<file path="src/hw/rtl/mta_pkg.sv">
// ----------------------------------------------------------------------------
// mta_pkg
// Shared types, constants and helpers for the mesh tangent accumulator.
// ----------------------------------------------------------------------------
package mta_pkg;

	// Vertex slots and field widths
	localparam int MAX_VERTICES = 256;
	localparam int VIDX_W       = $clog2(MAX_VERTICES);
	localparam int IDX_W        = 8;
	localparam int CRD_W        = 32;
	localparam int ACC_W        = 48;
	localparam int TAN_W        = 16;
	localparam int VTX_W        = 5 * CRD_W;
	localparam int ACC_WORD_W   = 3 * ACC_W;

	// Stream payload layout
	localparam int IN_DATA_W    = 192;
	localparam int IN_USER_W    = 2;
	localparam int OUT_DATA_W   = 56;
	localparam int VTX_LO       = IDX_W;
	localparam int CA_LO        = IDX_W + VTX_W;
	localparam int CB_LO        = CA_LO + IDX_W;
	localparam int CC_LO        = CB_LO + IDX_W;

	// Divider step counts
	localparam int TDIV_STEPS   = 48;
	localparam int QDIV_STEPS   = 16;
	localparam int DCNT_W       = $clog2(TDIV_STEPS + 1);

	// Unit length in Q1.14
	localparam logic [TAN_W-1:0] UNIT_Q14 = 16'd16384;

	typedef enum logic [1:0] {
		CMD_LOAD  = 2'd0,
		CMD_TRI   = 2'd1,
		CMD_READ  = 2'd2,
		CMD_CLEAR = 2'd3
	} command_t;

	// One vertex word, position x in the lowest bits
	typedef struct packed {
		logic [CRD_W-1:0]      v;
		logic [CRD_W-1:0]      u;
		logic [2:0][CRD_W-1:0] pos;
	} vtx_t;

	typedef enum logic [4:0] {
		OP_NONE,
		OP_VFETCH,
		OP_DIFF,
		OP_DET0,
		OP_DET1,
		OP_DET2,
		OP_NUM0,
		OP_NUM1,
		OP_NUM2,
		OP_TDIV_LD,
		OP_DIV_STEP,
		OP_TDIV_END,
		OP_ACC_RD,
		OP_ACC_WR,
		OP_ROT,
		OP_RD_ACC,
		OP_RD_CAP,
		OP_NORM,
		OP_SQ_MUL,
		OP_SQRT_LD,
		OP_SQRT_STEP,
		OP_QDIV_LD,
		OP_QDIV_END
	} op_t;

	typedef enum logic [4:0] {
		ST_IDLE,
		ST_VRD_A,
		ST_VRD_B,
		ST_VRD_C,
		ST_VWAIT,
		ST_DIFF,
		ST_DET0,
		ST_DET1,
		ST_DET2,
		ST_CHK,
		ST_NUM0,
		ST_NUM1,
		ST_NUM2,
		ST_TDIV_LD,
		ST_TDIV_RUN,
		ST_TDIV_END,
		ST_ACC_RD,
		ST_ACC_WR,
		ST_ROT,
		ST_RD_ACC,
		ST_RD_CAP,
		ST_NORM,
		ST_SQ0,
		ST_SQ1,
		ST_SQ2,
		ST_SQRT_LD,
		ST_SQRT_RUN,
		ST_QDIV_LD,
		ST_QDIV_RUN,
		ST_QDIV_END,
		ST_OUT
	} state_t;

	typedef struct packed {
		logic       take;
		op_t        op;
		logic [1:0] sel;
		logic       out_load;
	} dp_cmd_t;

	typedef struct packed {
		logic in_range;
		logic det_zero;
		logic div_done;
		logic big_zero;
		logic norm_done;
		logic sqrt_done;
		logic out_free;
	} dp_sts_t;

	// Slot index inside the store
	function automatic logic idx_ok(input logic [IDX_W-1:0] i);
		return (int'(i) < MAX_VERTICES);
	endfunction

	// Difference saturated to 32 bits
	function automatic logic signed [CRD_W-1:0] sat_diff(
		input logic signed [CRD_W-1:0] a,
		input logic signed [CRD_W-1:0] b
	);
		logic signed [CRD_W:0] d;
		d = {a[CRD_W-1], a} - {b[CRD_W-1], b};
		if (d[CRD_W] != d[CRD_W-1]) begin
			return d[CRD_W] ? {1'b1, {(CRD_W-1){1'b0}}} : {1'b0, {(CRD_W-1){1'b1}}};
		end
		return d[CRD_W-1:0];
	endfunction

	// Magnitude of a 64-bit signed value
	function automatic logic [63:0] mag64(input logic signed [63:0] x);
		return x[63] ? 64'(-x) : 64'(x);
	endfunction

endpackage

</file>
<file path="src/hw/rtl/mta_ctrl.sv">
// ----------------------------------------------------------------------------
// mta_ctrl
// Sequencer: steps the datapath through load, triangle, read and clear.
// ----------------------------------------------------------------------------
module mta_ctrl import mta_pkg::*; (
	input  logic     clk,
	input  logic     arst_n,
	input  logic     s_tvalid,
	input  command_t in_cmd,
	output logic     s_tready,
	output dp_cmd_t  cmd,
	input  dp_sts_t  sts
);

	state_t     state_q, state_d;
	logic [1:0] k_q, k_d;
	logic [1:0] corner_q, corner_d;

	// State and loop counters
	always_ff @(posedge clk or negedge arst_n) begin
		if (!arst_n) begin
			state_q  <= ST_IDLE;
			k_q      <= 2'd0;
			corner_q <= 2'd0;
		end else begin
			state_q  <= state_d;
			k_q      <= k_d;
			corner_q <= corner_d;
		end
	end

	// Next state and datapath commands
	always_comb begin
		state_d      = state_q;
		k_d          = k_q;
		corner_d     = corner_q;
		s_tready     = 1'b0;
		cmd.take     = 1'b0;
		cmd.op       = OP_NONE;
		cmd.sel      = k_q;
		cmd.out_load = 1'b0;
		unique case (state_q)
			ST_IDLE: begin
				s_tready = 1'b1;
				if (s_tvalid) begin
					cmd.take = 1'b1;
					unique case (in_cmd)
						CMD_TRI:  state_d = sts.in_range ? ST_VRD_A : ST_IDLE;
						CMD_READ: state_d = sts.in_range ? ST_RD_ACC : ST_OUT;
						default:  state_d = ST_IDLE;
					endcase
				end
			end
			// Fetch the three corners
			ST_VRD_A: begin
				cmd.op  = OP_VFETCH;
				cmd.sel = 2'd0;
				state_d = ST_VRD_B;
			end
			ST_VRD_B: begin
				cmd.op  = OP_VFETCH;
				cmd.sel = 2'd1;
				state_d = ST_VRD_C;
			end
			ST_VRD_C: begin
				cmd.op  = OP_VFETCH;
				cmd.sel = 2'd2;
				state_d = ST_VWAIT;
			end
			ST_VWAIT: begin
				corner_d = 2'd0;
				state_d  = ST_DIFF;
			end
			// Per-corner determinant
			ST_DIFF: begin
				cmd.op  = OP_DIFF;
				state_d = ST_DET0;
			end
			ST_DET0: begin
				cmd.op  = OP_DET0;
				state_d = ST_DET1;
			end
			ST_DET1: begin
				cmd.op  = OP_DET1;
				state_d = ST_DET2;
			end
			ST_DET2: begin
				cmd.op  = OP_DET2;
				state_d = ST_CHK;
			end
			ST_CHK: begin
				k_d     = 2'd0;
				state_d = sts.det_zero ? ST_ROT : ST_NUM0;
			end
			// Per-axis numerator and scaled divide
			ST_NUM0: begin
				cmd.op  = OP_NUM0;
				state_d = ST_NUM1;
			end
			ST_NUM1: begin
				cmd.op  = OP_NUM1;
				state_d = ST_NUM2;
			end
			ST_NUM2: begin
				cmd.op  = OP_NUM2;
				state_d = ST_TDIV_LD;
			end
			ST_TDIV_LD: begin
				cmd.op  = OP_TDIV_LD;
				state_d = ST_TDIV_RUN;
			end
			ST_TDIV_RUN: begin
				if (sts.div_done) begin
					state_d = ST_TDIV_END;
				end else begin
					cmd.op = OP_DIV_STEP;
				end
			end
			ST_TDIV_END: begin
				cmd.op = OP_TDIV_END;
				if (k_q == 2'd2) begin
					state_d = ST_ACC_RD;
				end else begin
					k_d     = k_q + 2'd1;
					state_d = ST_NUM0;
				end
			end
			// Read-modify-write of the corner's accumulator
			ST_ACC_RD: begin
				cmd.op  = OP_ACC_RD;
				state_d = ST_ACC_WR;
			end
			ST_ACC_WR: begin
				cmd.op  = OP_ACC_WR;
				state_d = ST_ROT;
			end
			ST_ROT: begin
				cmd.op = OP_ROT;
				if (corner_q == 2'd2) begin
					state_d = ST_IDLE;
				end else begin
					corner_d = corner_q + 2'd1;
					state_d  = ST_DIFF;
				end
			end
			// Read: fetch and normalise
			ST_RD_ACC: begin
				cmd.op  = OP_RD_ACC;
				state_d = ST_RD_CAP;
			end
			ST_RD_CAP: begin
				cmd.op  = OP_RD_CAP;
				state_d = ST_NORM;
			end
			ST_NORM: begin
				priority if (sts.big_zero) begin
					state_d = ST_OUT;
				end else if (sts.norm_done) begin
					state_d = ST_SQ0;
				end else begin
					cmd.op = OP_NORM;
				end
			end
			// Sum of squares
			ST_SQ0: begin
				cmd.op  = OP_SQ_MUL;
				cmd.sel = 2'd0;
				state_d = ST_SQ1;
			end
			ST_SQ1: begin
				cmd.op  = OP_SQ_MUL;
				cmd.sel = 2'd1;
				state_d = ST_SQ2;
			end
			ST_SQ2: begin
				cmd.op  = OP_SQ_MUL;
				cmd.sel = 2'd2;
				state_d = ST_SQRT_LD;
			end
			ST_SQRT_LD: begin
				cmd.op  = OP_SQRT_LD;
				state_d = ST_SQRT_RUN;
			end
			ST_SQRT_RUN: begin
				k_d = 2'd0;
				if (sts.sqrt_done) begin
					state_d = ST_QDIV_LD;
				end else begin
					cmd.op = OP_SQRT_STEP;
				end
			end
			// Per-axis divide by the length
			ST_QDIV_LD: begin
				cmd.op  = OP_QDIV_LD;
				state_d = ST_QDIV_RUN;
			end
			ST_QDIV_RUN: begin
				if (sts.div_done) begin
					state_d = ST_QDIV_END;
				end else begin
					cmd.op = OP_DIV_STEP;
				end
			end
			ST_QDIV_END: begin
				cmd.op = OP_QDIV_END;
				if (k_q == 2'd2) begin
					state_d = ST_OUT;
				end else begin
					k_d     = k_q + 2'd1;
					state_d = ST_QDIV_LD;
				end
			end
			// Hand the result to the output register
			ST_OUT: begin
				if (sts.out_free) begin
					cmd.out_load = 1'b1;
					state_d      = ST_IDLE;
				end
			end
			default: begin
				state_d = ST_IDLE;
			end
		endcase
	end

endmodule

</file>
<file path="config.mk">
export PLATFORM = sky130hd
export DESIGN_NAME = mta_ctrl
export DESIGN_NICKNAME = d
export VERILOG_FILES = /design/src/hw/rtl/mta_pkg.sv /design/src/hw/rtl/mta_ctrl.sv
export SDC_FILE = /design/constraint.sdc
export NUM_CORES = 1
export LEC_CHECK = 0
export ABC_CLOCK_PERIOD_IN_PS = 4510
export BUFFER_PORTS_ARGS = -buffer_cell sky130_fd_sc_hd__buf_2
export CAP_MARGIN = 20
export CORE_ASPECT_RATIO = 1.5
export CORE_MARGIN = 1
export CORE_UTILIZATION = 54
export DETAILED_ROUTE_END_ITERATION = 6
export GPL_ROUTABILITY_DRIVEN = 1
export PLACE_DENSITY = 0.83
export SYNTH_ARGS = -nofsm -noshare
export SYNTH_HDL_FRONTEND = slang
export SYNTH_SLANG_ARGS = --single-unit
</file>
<file path="constraint.sdc">
create_clock -name clk -period 4.51 [get_ports clk]
set_clock_uncertainty 0.2 [all_clocks]
set_input_delay 0.902 -clock clk [delete_from_list [all_inputs] [get_ports clk]]
set_output_delay 0.902 -clock clk [all_outputs]
set_load 0.005 [all_outputs]
</file>
# == Word-level counts from Yosys, hierarchy flattened ==
# Index checks and enable logic that the tools add are counted.
# totals
ff_bits,9
input_bits,12
wordCells,91
# op_classes
add_sub_neg,2
eq_ne,42
n_mux,30
n_reduce_logical,14
# ops
cell,count
case mux 5 bit (31 select lines),1
case mux 5 bit (22 select lines),1
equality test 5 bit (second input constant),15
2-to-1 mux 5 bit,12
equality test 5 x 4 -> 1 bit (second input constant),8
equality test 5 x 3 -> 1 bit (second input constant),4
!= test 2 bit (second input constant),7
OR reduction 2 bit,6
equality test 5 x 2 -> 1 bit (second input constant),2
case mux 5 bit (2 select lines),1
2-to-1 mux 4 bit,2
case mux 2 bit (2 select lines),2
equality test 2 bit (second input constant),3
2-to-1 mux 1 bit,6
2-to-1 mux 3 bit,2
case mux 2 bit (3 select lines),1
AND reduction 6 bit,1
OR reduction 3 bit,2
equality test 5 x 1 -> 1 bit (second input constant),1
zero test 5 bit,1
adder 2 x 1 -> 2 bit (second input constant),2
2-to-1 mux 2 bit,2
AND reduction 2 bit,2
nonzero test 2 bit,2
other kinds (2),2

# == Longest topological paths before layout ==
# logic_depth
word_depth,4
mapped_depth,8
ltp_nobuf,7

# == Least setup slack after synthesis ==
# No wires, ideal clock.
# synth_timing
path_type,input -> output
start,input sts[2] in the netlist's numbering
end,output cmd[3] in the netlist's numbering
arrival_time_ns,1.895
required_ns,3.408
path_slack_ns,1.513
stages,4
path_buffers,0
cell_sequence,or4b_4 -> a31oi_1 -> nor2_1 -> a221oi_1
# synth_lines
item,line,source
start: declaration,mta_ctrl.sv:12,input dp_sts_t sts
end: declaration,mta_ctrl.sv:11,"output dp_cmd_t cmd,"

==> results_dict.tcl <==
set metrics [dict create \
    power.leakage_nw 0.5609 \
    cts_setup_buffers 0 \
    post-place-ws_ns 1.209 \
    fin_crit_ns 3.393 \
    rows 20 \
    powerDensity_mw_per_mm2 727.8 \
    die-height_um 60.33 \
    finalCritPeriodShare_pct 75.24 \
    timing.max_cap.violations 0 \
    syn_nets 194 \
    synthDistinctLibCells 45 \
    end_kind "output port" \
    synth_flop_cell "dfrtp_1" \
    numCtsBuffers 3 \
    antenna_found_initial 0 \
    fin_cells 209 \
    yosysSeqAreaShare_pct 18.39 \
    cp.depth 5 \
    gp_congestion 0.9252 \
    clock_latency_ns 0.26 \
    nNetsFinal 204 \
    worst_slack_ns 1.117 \
    cp_slowest_stage_delay_ns 0.89 \
    initialDrtViolationCount 103 \
    cp_max_fo 29 \
    worst-path-buf-inv 2 \
    crit_chain "inv_1 > nand2_1 > o311ai_0 > a221oi_1 > buf_2" \
    io-pin-count 22 \
    area_growth_pct 8.069 \
    hold_viol 0 \
    dpl_cell_area_mm2 0.001270 \
    drtAntennaViolNets 0 \
    syn_area_mm2 0.001225 \
    rsz0062_at_grt "false" \
    layout_commonest_cell "buf_2" \
    grt_pass1_vias 1185 \
    drcViolationCount 0 \
    report.final.slew_viol_count 0 \
    cts_buffer_depth 2 \
    drive_gt1_share_pct 17.65 \
    io_buffer_count 21 \
    final_cell_area_mm2 0.001324 \
    outcome "finished, final reports clean" \
    cts_tree "built" \
    syn_area_per_cell_um2 6.882 \
    start_util_pct 58.98 \
    core_mm2 0.002077 \
    async_flop_share_pct 100.0 \
    grt_pass1_wl_um 5181 \
    routed_wl_um 3258 \
    postCtsResizedCells 0 \
    critPathKind "register to output port" \
    via_count 1399 \
    tightest_slew_ns 1.034 \
    fmaxAchievable_ghz 0.2947 \
    cts.sinks 9 \
    drt-vias-per-instance 6.694 \
    track_usage_pct 29.34 \
    dieArea_mm2 0.002467 \
    overflow 0 \
    arrival_ns 2.29 \
    crit_required_ns 3.41 \
    cts_root_buffer "clkbuf_4" \
    startpoint_type "register" \
    vdd_drop_max_uv 340.0 \
    path_clk_slew_ns 0.06 \
    ys_ff_latch 9 \
    crit_family "flip-flops" \
    power.total_w 0.0009635 \
    diodes 0 \
    grt_max_degree 39 \
    synth_edf_count 0 \
    fin_setup_tns_ns 0 \
    ys_warn_count 0 \
    place_inst 204 \
    fp.dieW_um 40.89 \
    cts_hold_buf 0 \
    dr.pass1.iters 4 \
    rr_worst_depth 5 \
    setup_violations 0 \
    crit_slowest_cell "dfrtp_1" \
    hold_class "input pin to async pin" \
    relSlewSlack_pct 31.07 \
    wl_per_cell_um 15.59 \
    final_cell_mix "21 x buf_2, 16 x a21oi_1, 16 x nand2_1" \
    htreeDepth 1 \
    synthCells 178 \
    post-dp-hpwl_um 2308 \
]
area by class of cell:
cell class	count	area, um2
Multi-Input combinational cell	141	867.1
Fill cell	193	753.2
Sequential cell	9	225.2
Timing Repair Buffer	23	140.1
Inverter	10	37.54
Tap cell	22	27.53
Clock buffer	4	26.28
synth_stat cells (2+ instances only):
cell,n,area share (%)
and3_1,2,1.0
clkbuf_1,3,0.92
buf_1,3,0.92
nand4_1,3,1.5
a311oi_1,2,1.4
a21oi_1,16,6.5
inv_1,10,3.1
o21ai_0,15,6.1
nand2b_1,7,3.6
ha_1,4,4.1
o22ai_1,5,2.6
o21ai_1,2,0.82
dfrtp_1,9,18
nor2_1,12,3.7
o211ai_1,2,1.2
buf_6,2,1.8
nand2_1,16,4.9
a211oi_1,4,2.5
buf_2,10,4.1
nor2b_1,5,2.6
nor3_1,7,2.9
or3_1,4,2.0
a31oi_1,4,2.0
xnor2_1,2,1.4
nand3_1,2,0.82
a211o_1,2,1.4
a22o_1,2,1.4
nor4_1,6,3.1
layer usage:
layer | global-route usage, % | share of wire [%] | up-vias | wire length [um]
met3 | 1.465 | 6.9 | 8 | 226
met4 | 12.38 | 1.4 | 0 | 47
met1 | 38.86 | 40 | 652 | 1302
li1 | - | - | 668 | -
met2 | 47.54 | 52 | 71 | 1681
met5 | 0 | 0 | - | 0
registers in the layout, summed over array words and instances, names as in the netlist:
| signal | cells |
|---|---|
| k_q | 2 |
| state_q | 5 |
| corner_q | 2 |
power breakdown:
| group | switching [W] | internal, W | leakage (nW) |
|---|---|---|---|
| clock network | 0.0000297 | 0.0000342 | 0.0150 |
| logic | 0.000370 | 0.000288 | 0.430 |
| registers | 0.000127 | 0.000116 | 0.115 |
logic make-up after synthesis:
| kind of cell | count (synthesis) | share of synthesized area [%] |
|---|---|---|
| simple gates | 73 | 32.99 |
| compound gates | 61 | 31.36 |
| buf+inv | 28 | 10.83 |
| flops | 9 | 18.39 |
| fa+ha+maj | 4 | 4.086 |
| xor+xnor | 2 | 1.430 |
| mux | 1 | 0.9192 |
per-stage QoR:
step	util, %	hold slack (ns)
2_1_floorplan	-	0.2520
3_3_place_gp	61.14	0.2735
3_5_place_dp	61.14	0.3051
4_1_cts	62.41	0.2733
5_1_grt	63.73	0.2953
6_report	63.73	0.2727
final timing paths:
path                       slack, ns   startpoint          end
hold reg to reg                 0.31  corner_q[0]  corner_q[0]
setup reg to reg                1.80   state_q[2]   state_q[2]
setup / recovery                1.12   state_q[0]       cmd[3]
hold / removal                  0.27       arst_n  corner_q[1]
min in group clk                0.31  corner_q[0]  corner_q[0]
max in group asynchronous       3.66       arst_n       k_q[0]
Power figures use the tool's default switching activity.
